### config.mk
export PLATFORM = sky130hd
export DESIGN_NAME = line_follow_pd_steering_flat
export DESIGN_NICKNAME = d
export VERILOG_FILES = /design/src/rtl/lfpd_pkg.sv /design/src/rtl/lfpd_rows_if.sv /design/src/rtl/lfpd_steer_if.sv /design/src/rtl/lfpd_cfg_if.sv /design/src/rtl/lfpd_lane.sv /design/src/rtl/lfpd_merge.sv /design/src/rtl/lfpd_drive.sv /design/src/rtl/line_follow_pd_steering.sv /design/src/flat_wrapper.sv
export SDC_FILE = /design/constraint.sdc
export NUM_CORES = 1
export LEC_CHECK = 0
export BUFFER_PORTS_ARGS = -buffer_cell sky130_fd_sc_hd__buf_2
export CAP_MARGIN = 10
export CORE_ASPECT_RATIO = 1.1
export CORE_UTILIZATION = 51
export DETAILED_ROUTE_END_ITERATION = 10
export GPL_TIMING_DRIVEN = 1
export HOLD_SLACK_MARGIN = 0.02
export PLACE_DENSITY = 0.67
export SYNTH_ARGS = -nofsm -noshare
export SYNTH_HDL_FRONTEND = slang
export SYNTH_SLANG_ARGS = --single-unit
### constraint.sdc
create_clock -name clk -period 11.65 [get_ports clk]
set_clock_uncertainty 0.2 [all_clocks]
set_input_delay 0.5825 -clock clk [delete_from_list [all_inputs] [get_ports clk]]
set_output_delay 0.5825 -clock clk [all_outputs]
set_load 0.05 [all_outputs]
### src/rtl/lfpd_pkg.sv
// ----------------------------------------------------------------------------
// lfpd_pkg: shared types and constants of the PD steering block
// Widths, register codes, reset values and the stage control struct.
// ----------------------------------------------------------------------------
package lfpd_pkg;

	// Row geometry and lane split
	localparam int RowCount    = 12;
	localparam int LaneCount   = 4;
	localparam int RowsPerLane = RowCount / LaneCount;
	localparam int RowW        = 8;
	localparam int LaneSumW    = 10;
	localparam int SumW        = 12;

	// Divide-by-3 reciprocal, exact for values below 2048
	localparam int QuarterW    = SumW - 2;
	localparam int Recip3      = 683;
	localparam int Recip3Shift = 11;
	localparam int RecipProdW  = 2 * QuarterW;

	// Datapath widths
	localparam int ErrW     = 9;
	localparam int ChgW     = 10;
	localparam int GainW    = 12;
	localparam int ProdPW   = GainW + 1 + ErrW;
	localparam int ProdDW   = GainW + 1 + ChgW;
	localparam int DriveW   = ProdDW + 1;
	localparam int ShamtW   = 4;
	localparam int QBits    = 8;
	localparam int LimitW   = 10;
	localparam int OffW     = 11;
	localparam int CenterW  = 12;
	localparam int DutyW    = 13;
	localparam int DutySumW = 15;
	localparam int DutyMax  = 8191;

	// Configuration port
	localparam int CfgIdxW  = 3;
	localparam int CfgDataW = 12;

	typedef enum logic [CfgIdxW-1:0] {
		REG_SETPOINT     = 3'd0,
		REG_KP_Q8        = 3'd1,
		REG_KD_Q8        = 3'd2,
		REG_BAND         = 3'd3,
		REG_REDUCE_SHIFT = 3'd4,
		REG_OFFSET_LIMIT = 3'd5,
		REG_CENTER_DUTY  = 3'd6
	} cfg_idx_t;

	typedef struct packed {
		logic [7:0]         setpoint;
		logic [GainW-1:0]   kp_q8;
		logic [GainW-1:0]   kd_q8;
		logic [7:0]         band;
		logic [2:0]         reduce_shift;
		logic [LimitW-1:0]  offset_limit;
		logic [CenterW-1:0] center_duty;
	} cfg_t;

	localparam cfg_t CfgReset = '{
		setpoint:     8'd92,
		kp_q8:        12'd666,
		kd_q8:        12'd31,
		band:         8'd30,
		reduce_shift: 3'd2,
		offset_limit: 10'd70,
		center_duty:  12'd790
	};

	// Load enables of the four pipeline stages
	typedef struct packed {
		logic en1;
		logic en2;
		logic en3;
		logic en4;
	} pipe_en_t;

endpackage

### src/rtl/lfpd_rows_if.sv
// ----------------------------------------------------------------------------
// lfpd_rows_if: row-center input channel
// Valid/ready channel carrying twelve track-center columns.
// ----------------------------------------------------------------------------
interface lfpd_rows_if;
	logic       valid;
	logic       ready;
	logic [7:0] row_center_0;
	logic [7:0] row_center_1;
	logic [7:0] row_center_2;
	logic [7:0] row_center_3;
	logic [7:0] row_center_4;
	logic [7:0] row_center_5;
	logic [7:0] row_center_6;
	logic [7:0] row_center_7;
	logic [7:0] row_center_8;
	logic [7:0] row_center_9;
	logic [7:0] row_center_10;
	logic [7:0] row_center_11;

	modport source (
		output valid, row_center_0, row_center_1, row_center_2, row_center_3,
		row_center_4, row_center_5, row_center_6, row_center_7, row_center_8,
		row_center_9, row_center_10, row_center_11,
		input  ready
	);
	modport sink (
		input  valid, row_center_0, row_center_1, row_center_2, row_center_3,
		row_center_4, row_center_5, row_center_6, row_center_7, row_center_8,
		row_center_9, row_center_10, row_center_11,
		output ready
	);
endinterface

### src/rtl/lfpd_steer_if.sv
// ----------------------------------------------------------------------------
// lfpd_steer_if: steering result channel
// Valid/ready channel carrying servo duty, offset and gain flag.
// ----------------------------------------------------------------------------
interface lfpd_steer_if;
	logic        valid;
	logic        ready;
	logic [12:0] servo_duty;
	logic signed [10:0] steer_offset;
	logic        full_gain;

	modport source (output valid, servo_duty, steer_offset, full_gain, input ready);
	modport sink   (input valid, servo_duty, steer_offset, full_gain, output ready);
endinterface

### src/rtl/lfpd_cfg_if.sv
// ----------------------------------------------------------------------------
// lfpd_cfg_if: configuration write channel
// Valid/ready channel carrying a register index and write data.
// ----------------------------------------------------------------------------
interface lfpd_cfg_if;
	logic        valid;
	logic        ready;
	logic [2:0]  index;
	logic [11:0] data;

	modport source (output valid, index, data, input ready);
	modport sink   (input valid, index, data, output ready);
endinterface

### src/rtl/lfpd_lane.sv
// ----------------------------------------------------------------------------
// lfpd_lane: partial row sum
// Adds the rows assigned to one lane and registers the partial sum.
// ----------------------------------------------------------------------------
module lfpd_lane (
	input  logic clk,
	input  logic en,
	input  logic [lfpd_pkg::RowsPerLane-1:0][lfpd_pkg::RowW-1:0] rows,
	output logic [lfpd_pkg::LaneSumW-1:0] lane_sum_s1
);

	logic [lfpd_pkg::LaneSumW-1:0] sum_c;

	// Sum this lane's rows
	always_comb begin
		sum_c = '0;
		for (int i = 0; i < lfpd_pkg::RowsPerLane; i++) begin
			sum_c = sum_c + lfpd_pkg::LaneSumW'(rows[i]);
		end
	end

	// Hold the partial sum for the merge stage
	always_ff @(posedge clk) begin
		if (en) begin
			lane_sum_s1 <= sum_c;
		end
	end

endmodule

### src/rtl/lfpd_merge.sv
// ----------------------------------------------------------------------------
// lfpd_merge: lane merge and error stage
// Combines lane sums, divides by twelve, forms error, change and band flag.
// ----------------------------------------------------------------------------
module lfpd_merge (
	input  logic clk,
	input  logic arst_n,
	input  logic en,
	input  logic [lfpd_pkg::LaneCount-1:0][lfpd_pkg::LaneSumW-1:0] lane_sum_s1,
	input  lfpd_pkg::cfg_t cfg,
	output logic signed [lfpd_pkg::ErrW-1:0] err_s2,
	output logic signed [lfpd_pkg::ChgW-1:0] chg_s2,
	output logic full_s2
);

	logic [lfpd_pkg::SumW-1:0]       total_c;
	logic [lfpd_pkg::QuarterW-1:0]   quarter_c;
	logic [lfpd_pkg::RecipProdW-1:0] recip_prod_c;
	logic [7:0]                      avg_c;
	logic signed [lfpd_pkg::ErrW-1:0] err_c;
	logic signed [lfpd_pkg::ChgW-1:0] chg_c;
	logic signed [lfpd_pkg::ChgW-1:0] err_wide_c;
	logic signed [lfpd_pkg::ChgW-1:0] band_c;
	logic full_c;
	logic signed [lfpd_pkg::ErrW-1:0] prev_error_q;

	// Merge lanes, then divide by 12 as a shift by 2 and a reciprocal of 3
	always_comb begin
		total_c = '0;
		for (int i = 0; i < lfpd_pkg::LaneCount; i++) begin
			total_c = total_c + lfpd_pkg::SumW'(lane_sum_s1[i]);
		end
		quarter_c    = total_c[lfpd_pkg::SumW-1:2];
		recip_prod_c = lfpd_pkg::RecipProdW'(quarter_c)
			* lfpd_pkg::RecipProdW'(lfpd_pkg::Recip3);
		avg_c        = recip_prod_c[lfpd_pkg::Recip3Shift +: 8];
	end

	// Error, change from the previous error, and band test
	always_comb begin
		err_c      = $signed({1'b0, avg_c}) - $signed({1'b0, cfg.setpoint});
		err_wide_c = lfpd_pkg::ChgW'(err_c);
		chg_c      = err_wide_c - lfpd_pkg::ChgW'(prev_error_q);
		band_c     = $signed({2'b00, cfg.band});
		full_c     = (err_wide_c > band_c) || (err_wide_c < -band_c);
	end

	// Keep the error of the last transaction
	always_ff @(posedge clk or negedge arst_n) begin
		if (!arst_n) begin
			prev_error_q <= '0;
		end else if (en) begin
			prev_error_q <= err_c;
		end
	end

	// Stage register
	always_ff @(posedge clk) begin
		if (en) begin
			err_s2  <= err_c;
			chg_s2  <= chg_c;
			full_s2 <= full_c;
		end
	end

endmodule

### src/rtl/lfpd_drive.sv
// ----------------------------------------------------------------------------
// lfpd_drive: PD drive, scaling, clamp and duty
// Multiplies by the gains, shifts toward zero, clamps and saturates the duty.
// ----------------------------------------------------------------------------
module lfpd_drive (
	input  logic clk,
	input  lfpd_pkg::pipe_en_t pipe,
	input  lfpd_pkg::cfg_t cfg,
	input  logic signed [lfpd_pkg::ErrW-1:0] err_s2,
	input  logic signed [lfpd_pkg::ChgW-1:0] chg_s2,
	input  logic full_s2,
	output logic [lfpd_pkg::DutyW-1:0] servo_duty_s4,
	output logic signed [lfpd_pkg::OffW-1:0] steer_offset_s4,
	output logic full_gain_s4
);

	logic signed [lfpd_pkg::GainW:0]    kp_c;
	logic signed [lfpd_pkg::GainW:0]    kd_c;
	logic signed [lfpd_pkg::ProdPW-1:0] prod_p_c;
	logic signed [lfpd_pkg::ProdDW-1:0] prod_d_c;
	logic signed [lfpd_pkg::ProdPW-1:0] prod_p_s3;
	logic signed [lfpd_pkg::ProdDW-1:0] prod_d_s3;
	logic full_s3;

	logic signed [lfpd_pkg::DriveW-1:0] drive_c;
	logic                               neg_c;
	logic [lfpd_pkg::DriveW-1:0]        mag_c;
	logic [lfpd_pkg::ShamtW-1:0]        shamt_c;
	logic [lfpd_pkg::DriveW-1:0]        shifted_c;
	logic [lfpd_pkg::LimitW-1:0]        off_mag_c;
	logic [lfpd_pkg::OffW-1:0]          off_c;
	logic [lfpd_pkg::DutySumW-1:0]      duty_sum_c;
	logic [lfpd_pkg::DutyW-1:0]         duty_c;

	// Gain products
	always_comb begin
		kp_c     = $signed({1'b0, cfg.kp_q8});
		kd_c     = $signed({1'b0, cfg.kd_q8});
		prod_p_c = kp_c * err_s2;
		prod_d_c = kd_c * chg_s2;
	end

	always_ff @(posedge clk) begin
		if (pipe.en3) begin
			prod_p_s3 <= prod_p_c;
			prod_d_s3 <= prod_d_c;
			full_s3   <= full_s2;
		end
	end

	// Drive, shift toward zero on the magnitude, clamp
	always_comb begin
		drive_c   = lfpd_pkg::DriveW'(prod_p_s3) - lfpd_pkg::DriveW'(prod_d_s3);
		neg_c     = drive_c[lfpd_pkg::DriveW-1];
		mag_c     = neg_c ? lfpd_pkg::DriveW'(-drive_c) : lfpd_pkg::DriveW'(drive_c);
		shamt_c   = lfpd_pkg::ShamtW'(lfpd_pkg::QBits)
			+ (full_s3 ? '0 : lfpd_pkg::ShamtW'(cfg.reduce_shift));
		shifted_c = mag_c >> shamt_c;
		if (shifted_c > lfpd_pkg::DriveW'(cfg.offset_limit)) begin
			off_mag_c = cfg.offset_limit;
		end else begin
			off_mag_c = shifted_c[lfpd_pkg::LimitW-1:0];
		end
		off_c = neg_c ? -{1'b0, off_mag_c} : {1'b0, off_mag_c};
	end

	// Center plus offset, saturated to the duty range
	always_comb begin
		duty_sum_c = lfpd_pkg::DutySumW'(cfg.center_duty)
			+ {{(lfpd_pkg::DutySumW-lfpd_pkg::OffW){off_c[lfpd_pkg::OffW-1]}}, off_c};
		if (duty_sum_c[lfpd_pkg::DutySumW-1]) begin
			duty_c = '0;
		end else if (duty_sum_c > lfpd_pkg::DutySumW'(lfpd_pkg::DutyMax)) begin
			duty_c = lfpd_pkg::DutyW'(lfpd_pkg::DutyMax);
		end else begin
			duty_c = duty_sum_c[lfpd_pkg::DutyW-1:0];
		end
	end

	// Output register
	always_ff @(posedge clk) begin
		if (pipe.en4) begin
			servo_duty_s4   <= duty_c;
			steer_offset_s4 <= $signed(off_c);
			full_gain_s4    <= full_s3;
		end
	end

endmodule

### src/rtl/line_follow_pd_steering.sv
// ----------------------------------------------------------------------------
// line_follow_pd_steering: PD steering controller with offset clamp
//
//   channel | modport | carries
//   --------+---------+------------------------------------------------
//   rows    | sink    | row_center_0 .. row_center_11, 8 bit each
//   steer   | source  | servo_duty 13b, steer_offset 11b signed, full_gain
//   cfg     | sink    | index 3b, data 12b register write, always ready
//
// One transaction per cycle while steer is ready; each result passes the
// stages in order (lane sums, merge/error, gain multiply, shift/clamp/duty).
// Every stage has its own valid bit, so a stalled result only blocks input
// once all four stages are full. Reset clears valid bits, the previous error
// and restores register defaults; there is no clearing pass.
// ----------------------------------------------------------------------------
module line_follow_pd_steering (
	input  logic clk,
	input  logic arst_n,
	lfpd_rows_if.sink   rows,
	lfpd_steer_if.source steer,
	lfpd_cfg_if.sink    cfg
);

	lfpd_pkg::cfg_t   cfg_q;
	lfpd_pkg::pipe_en_t pipe;
	logic v1_q, v2_q, v3_q, v4_q;

	logic [lfpd_pkg::RowCount-1:0][lfpd_pkg::RowW-1:0] row_vec;
	logic [lfpd_pkg::LaneCount-1:0][lfpd_pkg::LaneSumW-1:0] lane_sum_s1;

	logic signed [lfpd_pkg::ErrW-1:0] err_s2;
	logic signed [lfpd_pkg::ChgW-1:0] chg_s2;
	logic full_s2;

	// Register writes: ignore indexes past the list
	assign cfg.ready = 1'b1;

	always_ff @(posedge clk or negedge arst_n) begin
		if (!arst_n) begin
			cfg_q <= lfpd_pkg::CfgReset;
		end else if (cfg.valid) begin
			case (lfpd_pkg::cfg_idx_t'(cfg.index))
				lfpd_pkg::REG_SETPOINT:     cfg_q.setpoint     <= cfg.data[7:0];
				lfpd_pkg::REG_KP_Q8:        cfg_q.kp_q8        <= cfg.data;
				lfpd_pkg::REG_KD_Q8:        cfg_q.kd_q8        <= cfg.data;
				lfpd_pkg::REG_BAND:         cfg_q.band         <= cfg.data[7:0];
				lfpd_pkg::REG_REDUCE_SHIFT: cfg_q.reduce_shift <= cfg.data[2:0];
				lfpd_pkg::REG_OFFSET_LIMIT: cfg_q.offset_limit <= cfg.data[9:0];
				lfpd_pkg::REG_CENTER_DUTY:  cfg_q.center_duty  <= cfg.data;
				default: begin
				end
			endcase
		end
	end

	// Stage enables: advance a stage when the next one is empty or moving
	always_comb begin
		pipe.en4   = v3_q && (!v4_q || steer.ready);
		pipe.en3   = v2_q && (!v3_q || pipe.en4);
		pipe.en2   = v1_q && (!v2_q || pipe.en3);
		rows.ready = !v1_q || pipe.en2;
		pipe.en1   = rows.valid && rows.ready;
	end

	always_ff @(posedge clk or negedge arst_n) begin
		if (!arst_n) begin
			v1_q <= 1'b0;
			v2_q <= 1'b0;
			v3_q <= 1'b0;
			v4_q <= 1'b0;
		end else begin
			if (pipe.en1) v1_q <= 1'b1; else if (pipe.en2) v1_q <= 1'b0;
			if (pipe.en2) v2_q <= 1'b1; else if (pipe.en3) v2_q <= 1'b0;
			if (pipe.en3) v3_q <= 1'b1; else if (pipe.en4) v3_q <= 1'b0;
			if (pipe.en4) v4_q <= 1'b1; else if (steer.ready) v4_q <= 1'b0;
		end
	end

	// Gather rows for the lanes
	always_comb begin
		row_vec[0]  = rows.row_center_0;
		row_vec[1]  = rows.row_center_1;
		row_vec[2]  = rows.row_center_2;
		row_vec[3]  = rows.row_center_3;
		row_vec[4]  = rows.row_center_4;
		row_vec[5]  = rows.row_center_5;
		row_vec[6]  = rows.row_center_6;
		row_vec[7]  = rows.row_center_7;
		row_vec[8]  = rows.row_center_8;
		row_vec[9]  = rows.row_center_9;
		row_vec[10] = rows.row_center_10;
		row_vec[11] = rows.row_center_11;
	end

	// Lanes: each sums a contiguous group of rows
	for (genvar g = 0; g < lfpd_pkg::LaneCount; g++) begin : g_lane
		lfpd_lane u_lane (
			.clk         (clk),
			.en          (pipe.en1),
			.rows        (row_vec[g*lfpd_pkg::RowsPerLane +: lfpd_pkg::RowsPerLane]),
			.lane_sum_s1 (lane_sum_s1[g])
		);
	end

	lfpd_merge u_merge (
		.clk         (clk),
		.arst_n      (arst_n),
		.en          (pipe.en2),
		.lane_sum_s1 (lane_sum_s1),
		.cfg         (cfg_q),
		.err_s2      (err_s2),
		.chg_s2      (chg_s2),
		.full_s2     (full_s2)
	);

	lfpd_drive u_drive (
		.clk             (clk),
		.pipe            (pipe),
		.cfg             (cfg_q),
		.err_s2          (err_s2),
		.chg_s2          (chg_s2),
		.full_s2         (full_s2),
		.servo_duty_s4   (steer.servo_duty),
		.steer_offset_s4 (steer.steer_offset),
		.full_gain_s4    (steer.full_gain)
	);

	assign steer.valid = v4_q;

endmodule

### src/flat_wrapper.sv
// flat-port wrapper written by rule: the top's interface ports become plain ports
module line_follow_pd_steering_flat 
  (clk, arst_n, rows_valid, rows_row_center_0, rows_row_center_1, rows_row_center_2, rows_row_center_3, rows_row_center_4, rows_row_center_5, rows_row_center_6, rows_row_center_7, rows_row_center_8, rows_row_center_9, rows_row_center_10, rows_row_center_11, rows_ready, steer_valid, steer_servo_duty, steer_steer_offset, steer_full_gain, steer_ready, cfg_valid, cfg_index, cfg_data, cfg_ready);
  lfpd_rows_if rows_i ();
  lfpd_steer_if steer_i ();
  lfpd_cfg_if cfg_i ();
  input  logic clk;
  input  logic arst_n;
  input wire logic [$bits(rows_i.valid)-1:0] rows_valid;
  input wire logic [$bits(rows_i.row_center_0)-1:0] rows_row_center_0;
  input wire logic [$bits(rows_i.row_center_1)-1:0] rows_row_center_1;
  input wire logic [$bits(rows_i.row_center_2)-1:0] rows_row_center_2;
  input wire logic [$bits(rows_i.row_center_3)-1:0] rows_row_center_3;
  input wire logic [$bits(rows_i.row_center_4)-1:0] rows_row_center_4;
  input wire logic [$bits(rows_i.row_center_5)-1:0] rows_row_center_5;
  input wire logic [$bits(rows_i.row_center_6)-1:0] rows_row_center_6;
  input wire logic [$bits(rows_i.row_center_7)-1:0] rows_row_center_7;
  input wire logic [$bits(rows_i.row_center_8)-1:0] rows_row_center_8;
  input wire logic [$bits(rows_i.row_center_9)-1:0] rows_row_center_9;
  input wire logic [$bits(rows_i.row_center_10)-1:0] rows_row_center_10;
  input wire logic [$bits(rows_i.row_center_11)-1:0] rows_row_center_11;
  output wire logic [$bits(rows_i.ready)-1:0] rows_ready;
  output wire logic [$bits(steer_i.valid)-1:0] steer_valid;
  output wire logic [$bits(steer_i.servo_duty)-1:0] steer_servo_duty;
  output wire logic [$bits(steer_i.steer_offset)-1:0] steer_steer_offset;
  output wire logic [$bits(steer_i.full_gain)-1:0] steer_full_gain;
  input wire logic [$bits(steer_i.ready)-1:0] steer_ready;
  input wire logic [$bits(cfg_i.valid)-1:0] cfg_valid;
  input wire logic [$bits(cfg_i.index)-1:0] cfg_index;
  input wire logic [$bits(cfg_i.data)-1:0] cfg_data;
  output wire logic [$bits(cfg_i.ready)-1:0] cfg_ready;
  assign rows_i.valid = rows_valid;
  assign rows_i.row_center_0 = rows_row_center_0;
  assign rows_i.row_center_1 = rows_row_center_1;
  assign rows_i.row_center_2 = rows_row_center_2;
  assign rows_i.row_center_3 = rows_row_center_3;
  assign rows_i.row_center_4 = rows_row_center_4;
  assign rows_i.row_center_5 = rows_row_center_5;
  assign rows_i.row_center_6 = rows_row_center_6;
  assign rows_i.row_center_7 = rows_row_center_7;
  assign rows_i.row_center_8 = rows_row_center_8;
  assign rows_i.row_center_9 = rows_row_center_9;
  assign rows_i.row_center_10 = rows_row_center_10;
  assign rows_i.row_center_11 = rows_row_center_11;
  assign rows_ready = rows_i.ready;
  assign steer_valid = steer_i.valid;
  assign steer_servo_duty = steer_i.servo_duty;
  assign steer_steer_offset = steer_i.steer_offset;
  assign steer_full_gain = steer_i.full_gain;
  assign steer_i.ready = steer_ready;
  assign cfg_i.valid = cfg_valid;
  assign cfg_i.index = cfg_index;
  assign cfg_i.data = cfg_data;
  assign cfg_ready = cfg_i.ready;
  line_follow_pd_steering u_core (.clk(clk), .arst_n(arst_n), .rows(rows_i), .steer(steer_i), .cfg(cfg_i));
endmodule
-- Yosys cells after proc, flatten, opt, wreduce, memory -nomap -nowiden
Index checks and enable logic that the tools add are counted.
- register bits after elaboration: 209
- output and inout port bits: 28
- add/subtract/negate cells: 19
- $mul: 3
- magnitude comparators: 4
- eq/ne operators: 6
- shifts and indexed selects: 1
- muxes and demuxes: 13
- reductions and logical operators: 25
- operators with widths (cell ; number):
    $add A9 B8 Y10 ; 4
    $add A8 B8 Y9 ; 4
    $gt A24 B10 Y1 ; 1
    $mux W24 ; 1
    $neg A24 Y24 ; 1
    $shr A24 B4 Y24 ; 1
    $sub A22 B23 Y24 ; 1
    $mul A13 B10 Y23 ; 1
    $mul A13 B9 Y22 ; 1
    $mul A10 B10 Y19 const B ; 1
    $gt A15 B13 Y1 const B ; 1
    $add A13 B11 Y14 ; 1
    $reduce_and A2 Y1 ; 7
    $mux W13 ; 1
    $add A11 B10 Y12 ; 1
    $add A12 B10 Y12 ; 1
    $add A10 B10 Y11 ; 1
    $mux W11 ; 1
    $neg A10 Y11 ; 1
    $lt A9 B10 Y1 ; 1
    $mux W10 ; 1
    $neg A8 Y10 ; 1
    $sub A9 B9 Y10 ; 1
    $eq A3 B3 Y1 const B ; 3
    other kinds (12) ; 33

-- Longest topological paths before layout
- depth after elaboration: 11
- depth in mapped cells: 47
- mapped depth without buffers: 45

-- Hierarchy
Synthesis repeated with hierarchy kept, for this count alone.
- cell total of the unflattened synthesis: 2694
- area, all modules: 25914.9 sq um
- by module, submodules not included (module ; instances ; cells each ; area each (sq um) ; seq. area each (sq um)):
    lfpd_drive ; 1 ; 1753 ; 15157.0 ; 2132.0
    lfpd_merge ; 1 ; 536 ; 4914.7 ; 825.8
    line_follow_pd_steering ; 1 ; 159 ; 2715.1 ; 1760.4
    lfpd_lane (u_core.g_lane[0].u_lane ...) ; 2 ; 63 ; 797.0 ; 300.3
    lfpd_lane (u_core.g_lane[2].u_lane ...) ; 2 ; 60 ; 767.0 ; 300.3

-- Least setup slack after synthesis
No wires, ideal clock.
- path kind: flip-flop to flip-flop
- from: register u_core.g_lane[3].u_lane.lane_sum_s1[1] in the netlist's numbering
- to: register u_core.u_merge.full_s2, data pin
- setup time: 256 ps
- arrival: 8885 ps
- required time: 11194 ps
- path slack: 2309 ps
- stages on the path, launching flop included: 43
- buffers on the path: 0
- period minus slack after synthesis: 9341 ps
- cell sequence: edfxtp_1 -> inv_1 -> fa_1 -> fa_1 -> or3b_2 -> fa_1 -> nor2b_1 -> o21ai_0 -> nand2b_1 -> a21o_1 -> a21o_1 -> a21o_1 -> a21o_1 -> xor2_1 -> ha_1 -> ha_1 -> inv_1 -> fa_1 -> (+7 left out) -> a21o_1 -> a21oi_1 -> o21bai_1 -> a21oi_1 -> nor2b_1 -> o21a_1 -> nor2_1 -> ha_1 -> a21o_1 -> a21o_1 -> xor2_1 -> ha_1 -> nor2b_1 -> o21ai_0 -> nand2b_1 -> a21oi_1 -> o32ai_1 -> a31o_2
- longest elaborated chain between the ends: 5
- ends and longest elaborated chain (element ; line ; text):
    from (decl) ; lfpd_lane.sv:9 ; output logic [lfpd_pkg::LaneSumW-1:0] lane_sum_s1
    from (signal assigned) ; lfpd_lane.sv:25 ; lane_sum_s1 <= sum_c;
    $add A12 B10 Y12 (*) ; lfpd_merge.sv:31 ; total_c = total_c + lfpd_pkg::SumW'(lane_sum_s1[i]);
    $mul A10 B10 Y19 (*) ; lfpd_merge.sv:35 ; * lfpd_pkg::RecipProdW'(lfpd_pkg::Recip3);
    $sub A8 B8 Y9 (*) ; lfpd_merge.sv:41 ; err_c = $signed({1'b0, avg_c}) - $signed({1'b0, cfg.setpoint});
    net u_core.u_merge.err_c (one bit) ; lfpd_merge.sv:20 ; logic signed [lfpd_pkg::ErrW-1:0] err_c;
    $lt A9 B10 Y1 or $gt A9 B9 Y1 (tied branches) ; lfpd_merge.sv:45 ; full_c = (err_wide_c > band_c) || (err_wide_c < -band_c);
    $logic_or A1 B1 Y1 (*) ; lfpd_merge.sv:45 ;
    net u_core.u_merge.full_c ; lfpd_merge.sv:24 ; logic full_c;
    to (signal assigned) ; lfpd_merge.sv:62 ; full_s2 <= full_c;
    to (decl) ; lfpd_merge.sv:13 ; output logic full_s2
Mark *: on every way through the listed nets, which the timed path passes. The rest lies on a longest branch.
A chain may end at the register's enable or synchronous reset.

-- Worst setup path in the final report
- from: register u_core.u_drive.prod_p_s3[0] in the netlist's numbering
- to: register u_core.u_drive.servo_duty_s4[2] in the netlist's numbering, data pin
- longest elaborated chain between the ends: 11
- ends and longest elaborated chain (element ; line ; text):
    from (decl) ; lfpd_drive.sv:21 ; logic signed [lfpd_pkg::ProdPW-1:0] prod_p_s3;
    from (signal assigned) ; lfpd_drive.sv:45 ; prod_p_s3 <= prod_p_c;
    $sub A22 B23 Y24 (*) ; lfpd_drive.sv:53 ; drive_c = lfpd_pkg::DriveW'(prod_p_s3) - lfpd_pkg::DriveW'(prod_d_s3);
    $neg A24 Y24 ; lfpd_drive.sv:55 ; mag_c = neg_c ? lfpd_pkg::DriveW'(-drive_c) : lfpd_pkg::DriveW'(drive_c);
    $mux W24 ; lfpd_drive.sv:55 ;
    $shr A24 B4 Y24 ; lfpd_drive.sv:58 ; shifted_c = mag_c >> shamt_c;
    $gt A24 B10 Y1 ; lfpd_drive.sv:59 ; if (shifted_c > lfpd_pkg::DriveW'(cfg.offset_limit)) begin
    $mux W10 ; lfpd_drive.sv:59 ;
    $neg A10 Y11 ; lfpd_drive.sv:64 ; off_c = neg_c ? -{1'b0, off_mag_c} : {1'b0, off_mag_c};
    $mux W11 (*) ; lfpd_drive.sv:64 ;
    net u_core.u_drive.off_c (one bit) ; lfpd_drive.sv:31 ; logic [lfpd_pkg::OffW-1:0] off_c;
    $add A13 B11 Y14 (*) ; lfpd_drive.sv:70 ; + {{(lfpd_pkg::DutySumW-lfpd_pkg::OffW){off_c[lfpd_pkg::OffW-1]}}, off_c};
    $gt A15 B13 Y1 ; lfpd_drive.sv:73 ; end else if (duty_sum_c > lfpd_pkg::DutySumW'(lfpd_pkg::DutyMax)) begin
    $mux W13 ; lfpd_drive.sv:73 ;
    to (signal assigned) ; lfpd_drive.sv:83 ; servo_duty_s4 <= duty_c;
    to (decl) ; lfpd_drive.sv:12 ; output logic [lfpd_pkg::DutyW-1:0] servo_duty_s4,
Marked as above.

==> impl_metrics.ini <==
[critical_path]
cp-endpoint = u_core.u_drive.servo_duty_s4[2]
crit_required_ps = 11700
critPathBufInv = 2
reg2reg_depth = 41
reg2reg_to = u_core.u_drive.servo_duty_s4[2]
cp_num_cells = 41
cp-start-kind = register
regToRegSetupSlack_ps = 1480
cp_common_cell = a21oi_1
cpPeakStageDelay_ps = 640
reg2reg_from = u_core.u_drive.prod_p_s3[0]
path_max_fanout = 18
slowest_stage = o32ai_1
critPathKind = reg2reg
crit_arrival_ps = 10220
startpoint = u_core.u_drive.prod_p_s3[0]
end_kind = register
critPathTopFamily = compound AO/OA/AOI/OAI gates

[place]
port_buffers = 142
dpl_cell_area_mm2 = 0.0254
place_congestion = 0.896
dpl.hpwl_um = 45000

[detailed_routing]
ant_nets = 0
num_vias = 17500
drc = 0
routed_wl_um = 56000
detail_route.wl_per_cell_um = 17.7
routed_via_density = 5.54
first_iter_violations = 827
first_pass_iters = 5

[grt]
grt_max_degree = 56
grt_use_total_pct = 23.9
grt_pass1_vias = 18300
grt_pass1_wl_um = 92700
grt_overflow = 0
antenna_found_initial = 0

[flow_run]
maxCapViolCount = 0

[timing]
tightestPinTransition_ps = 1140
hold_violations = 0
rsz0062_at_grt = no
clock.fmax_ghz = 0.0983
drv_slew = 0
period_needed_ps = 10170
setup_viol = 0
setup_tns_ps = 0
post-route-period-util_pct = 87.3
timing.slew.headroom_pct = 23.7

[cts]
numCtsBuffers = 24
root_buffer = clkbuf_16
cts_resized = 0
tritoncts = done
cts.clk_slew.worst_paths_ps = 70
htreeDepth = 1
clockBufferDepth = 3
clock_latency_ps = 550
cts_setup_buffers = 0
cts_sinks = 209

[floorplan]
ios = 144
die_x_um = 210
dieArea_mm2 = 0.0483
design.core.area_mm2 = 0.0467
die_h_um = 230
start_util_pct = 51.7
rows = 83

[logic_synthesis]
synth.area.top_cells = fa_1 19%, edfxtp_1 16%, ha_1 16%
synth-seq-area-share_pct = 24.5
ys_ff_latch = 209
yosysTopAreaCell = fa_1
ys.warnings.count = 0
synthesis.nets = 3112
syn_inst = 2456
syn_area_mm2 = 0.0242
synth.most_common_cell = inv_1
async_flop_share_pct = 37.3
synth_ff_type = edfxtp_1
ys_types = 92
yosysTopAreaCellShare_pct = 19.1
synth-edff-count = 131
synthTopCellsByCount = 369 x inv_1, 309 x ha_1, 231 x fa_1
avgSynthCellArea_um2 = 9.84

[run_status]
status = completed

[final_layout]
nets = 3205
diodes = 0
drive_gt1_share_pct = 13.1
area_growth_pct = 8.54
design_area_mm2 = 0.0262

[min_path]
hold_path.class = in2reg
worst register-to-register path, delay by kind of cell, from the launching register on:
kind | cells | cell delay [ps]
simple gates | 9 | 1940
xor+xnor | 1 | 370
compound gates | 24 | 5580
mux | 1 | 130
fa+ha+maj | 4 | 1030
flops | 1 | 360
buf+inv | 2 | 300
routing by layer:
layer | vias to the layer above | share of wire [%] | GRT usage, %
li1 | 8438 | - | -
met1 | 8548 | 43 | 30.3
met2 | 404 | 50 | 42.9
met3 | 113 | 3.6 | 2.27
met4 | 0 | 3.6 | 7.69
met5 | - | 0 | 0
cells in the final DEF, fill, tap and decap left out, types with 51 or more instances in the layout:
cell type and count:
a21oi_1 130, and2_1 102, buf_2 141, dfrtp_1 51
edfxtp_1 131, fa_1 231, ha_1 309, inv_1 369
mux2_2 68, nand2_1 194, nor2_1 78, o21ai_0 80
xnor2_1 99
final cells by class:
cell class              count  area, um^2
flip-flops and latches    209        5920
repair buffers            154         806
fillers                  4132       20500
multi-input cells        1790       16500
inverters                 370        1390
clock inverters            16         184
clock buffers              28         668
well taps                 595         744
registers in the layout (all words and copies together) (netlist names):
register / flops
u_core.u_drive.prod_d_s3: 23
u_core.u_drive.steer_offset_s4: 11
u_core.u_merge.chg_s2: 10
u_core.u_merge.prev_error_q: 9
u_core.u_merge.full_s2: 1
u_core.u_drive.full_s3: 1
u_core.g_lane.u_lane.lane_sum_s1: 40
u_core.u_merge.err_s2: 9
u_core.cfg_q: 65
u_core.u_drive.prod_p_s3: 22
u_core.v3_q: 1
u_core.u_drive.full_gain_s4: 1
u_core.v1_q: 1
u_core.steer.valid: 1
u_core.u_drive.servo_duty_s4: 13
u_core.v2_q: 1
how the worst min path moves through the flow:
stage	cells after the start	slack [ps]	to	startpoint
after floorplan	0	90	u_core.cfg_q[0]	arst_n
after global placement	2	270	u_core.u_merge.prev_error_q[1]	u_core.u_merge.prev_error_q[1]
after detailed placement	1	280	u_core.v2_q	u_core.v1_q
after CTS	2	30	u_core.v1_q	rows_valid
after global routing	2	30	u_core.v1_q	rows_valid
final	2	40	u_core.v1_q	rows_valid
metrics by stage:
step                      std cells  utilization [%]  hold WS, ps  setup WS, ps
after floorplan                2456                -         86.9          2310
after global placement         3117             54.3          270          1710
after detailed placement       3117             54.3          277          1520
after CTS                      3162             56.1         26.1          1490
after global routing           3162             56.1         28.9           747
final                          3162             56.1         35.9          1480
kinds of logic after synthesis:
| kind of cell | Yosys count | synth area share, % |
|---|---|---|
| AND/OR/NAND/NOR | 615 | 13.2 |
| flip-flops | 209 | 24.5 |
| XOR/XNOR | 138 | 5.03 |
| multiplexers | 78 | 3.58 |
| other | 1 | 0.0155 |
| buffers and inverters | 457 | 7.19 |
| AO/OA/AOI/OAI | 418 | 11.4 |
| adder cells (fa/ha/maj) | 540 | 35.1 |
repair_timing:
| item | in CTS | in global routing |
|---|---|---|
| endpoints found under the hold margin | 23 | 0 |
| setup endpoints to repair | 0 | 0 |
| hold buffers | 1 | 0 |
Power is left out: the tool's default activity adds up to more than one toggle a clock period on the data nets, which glitch-free logic cannot reach.
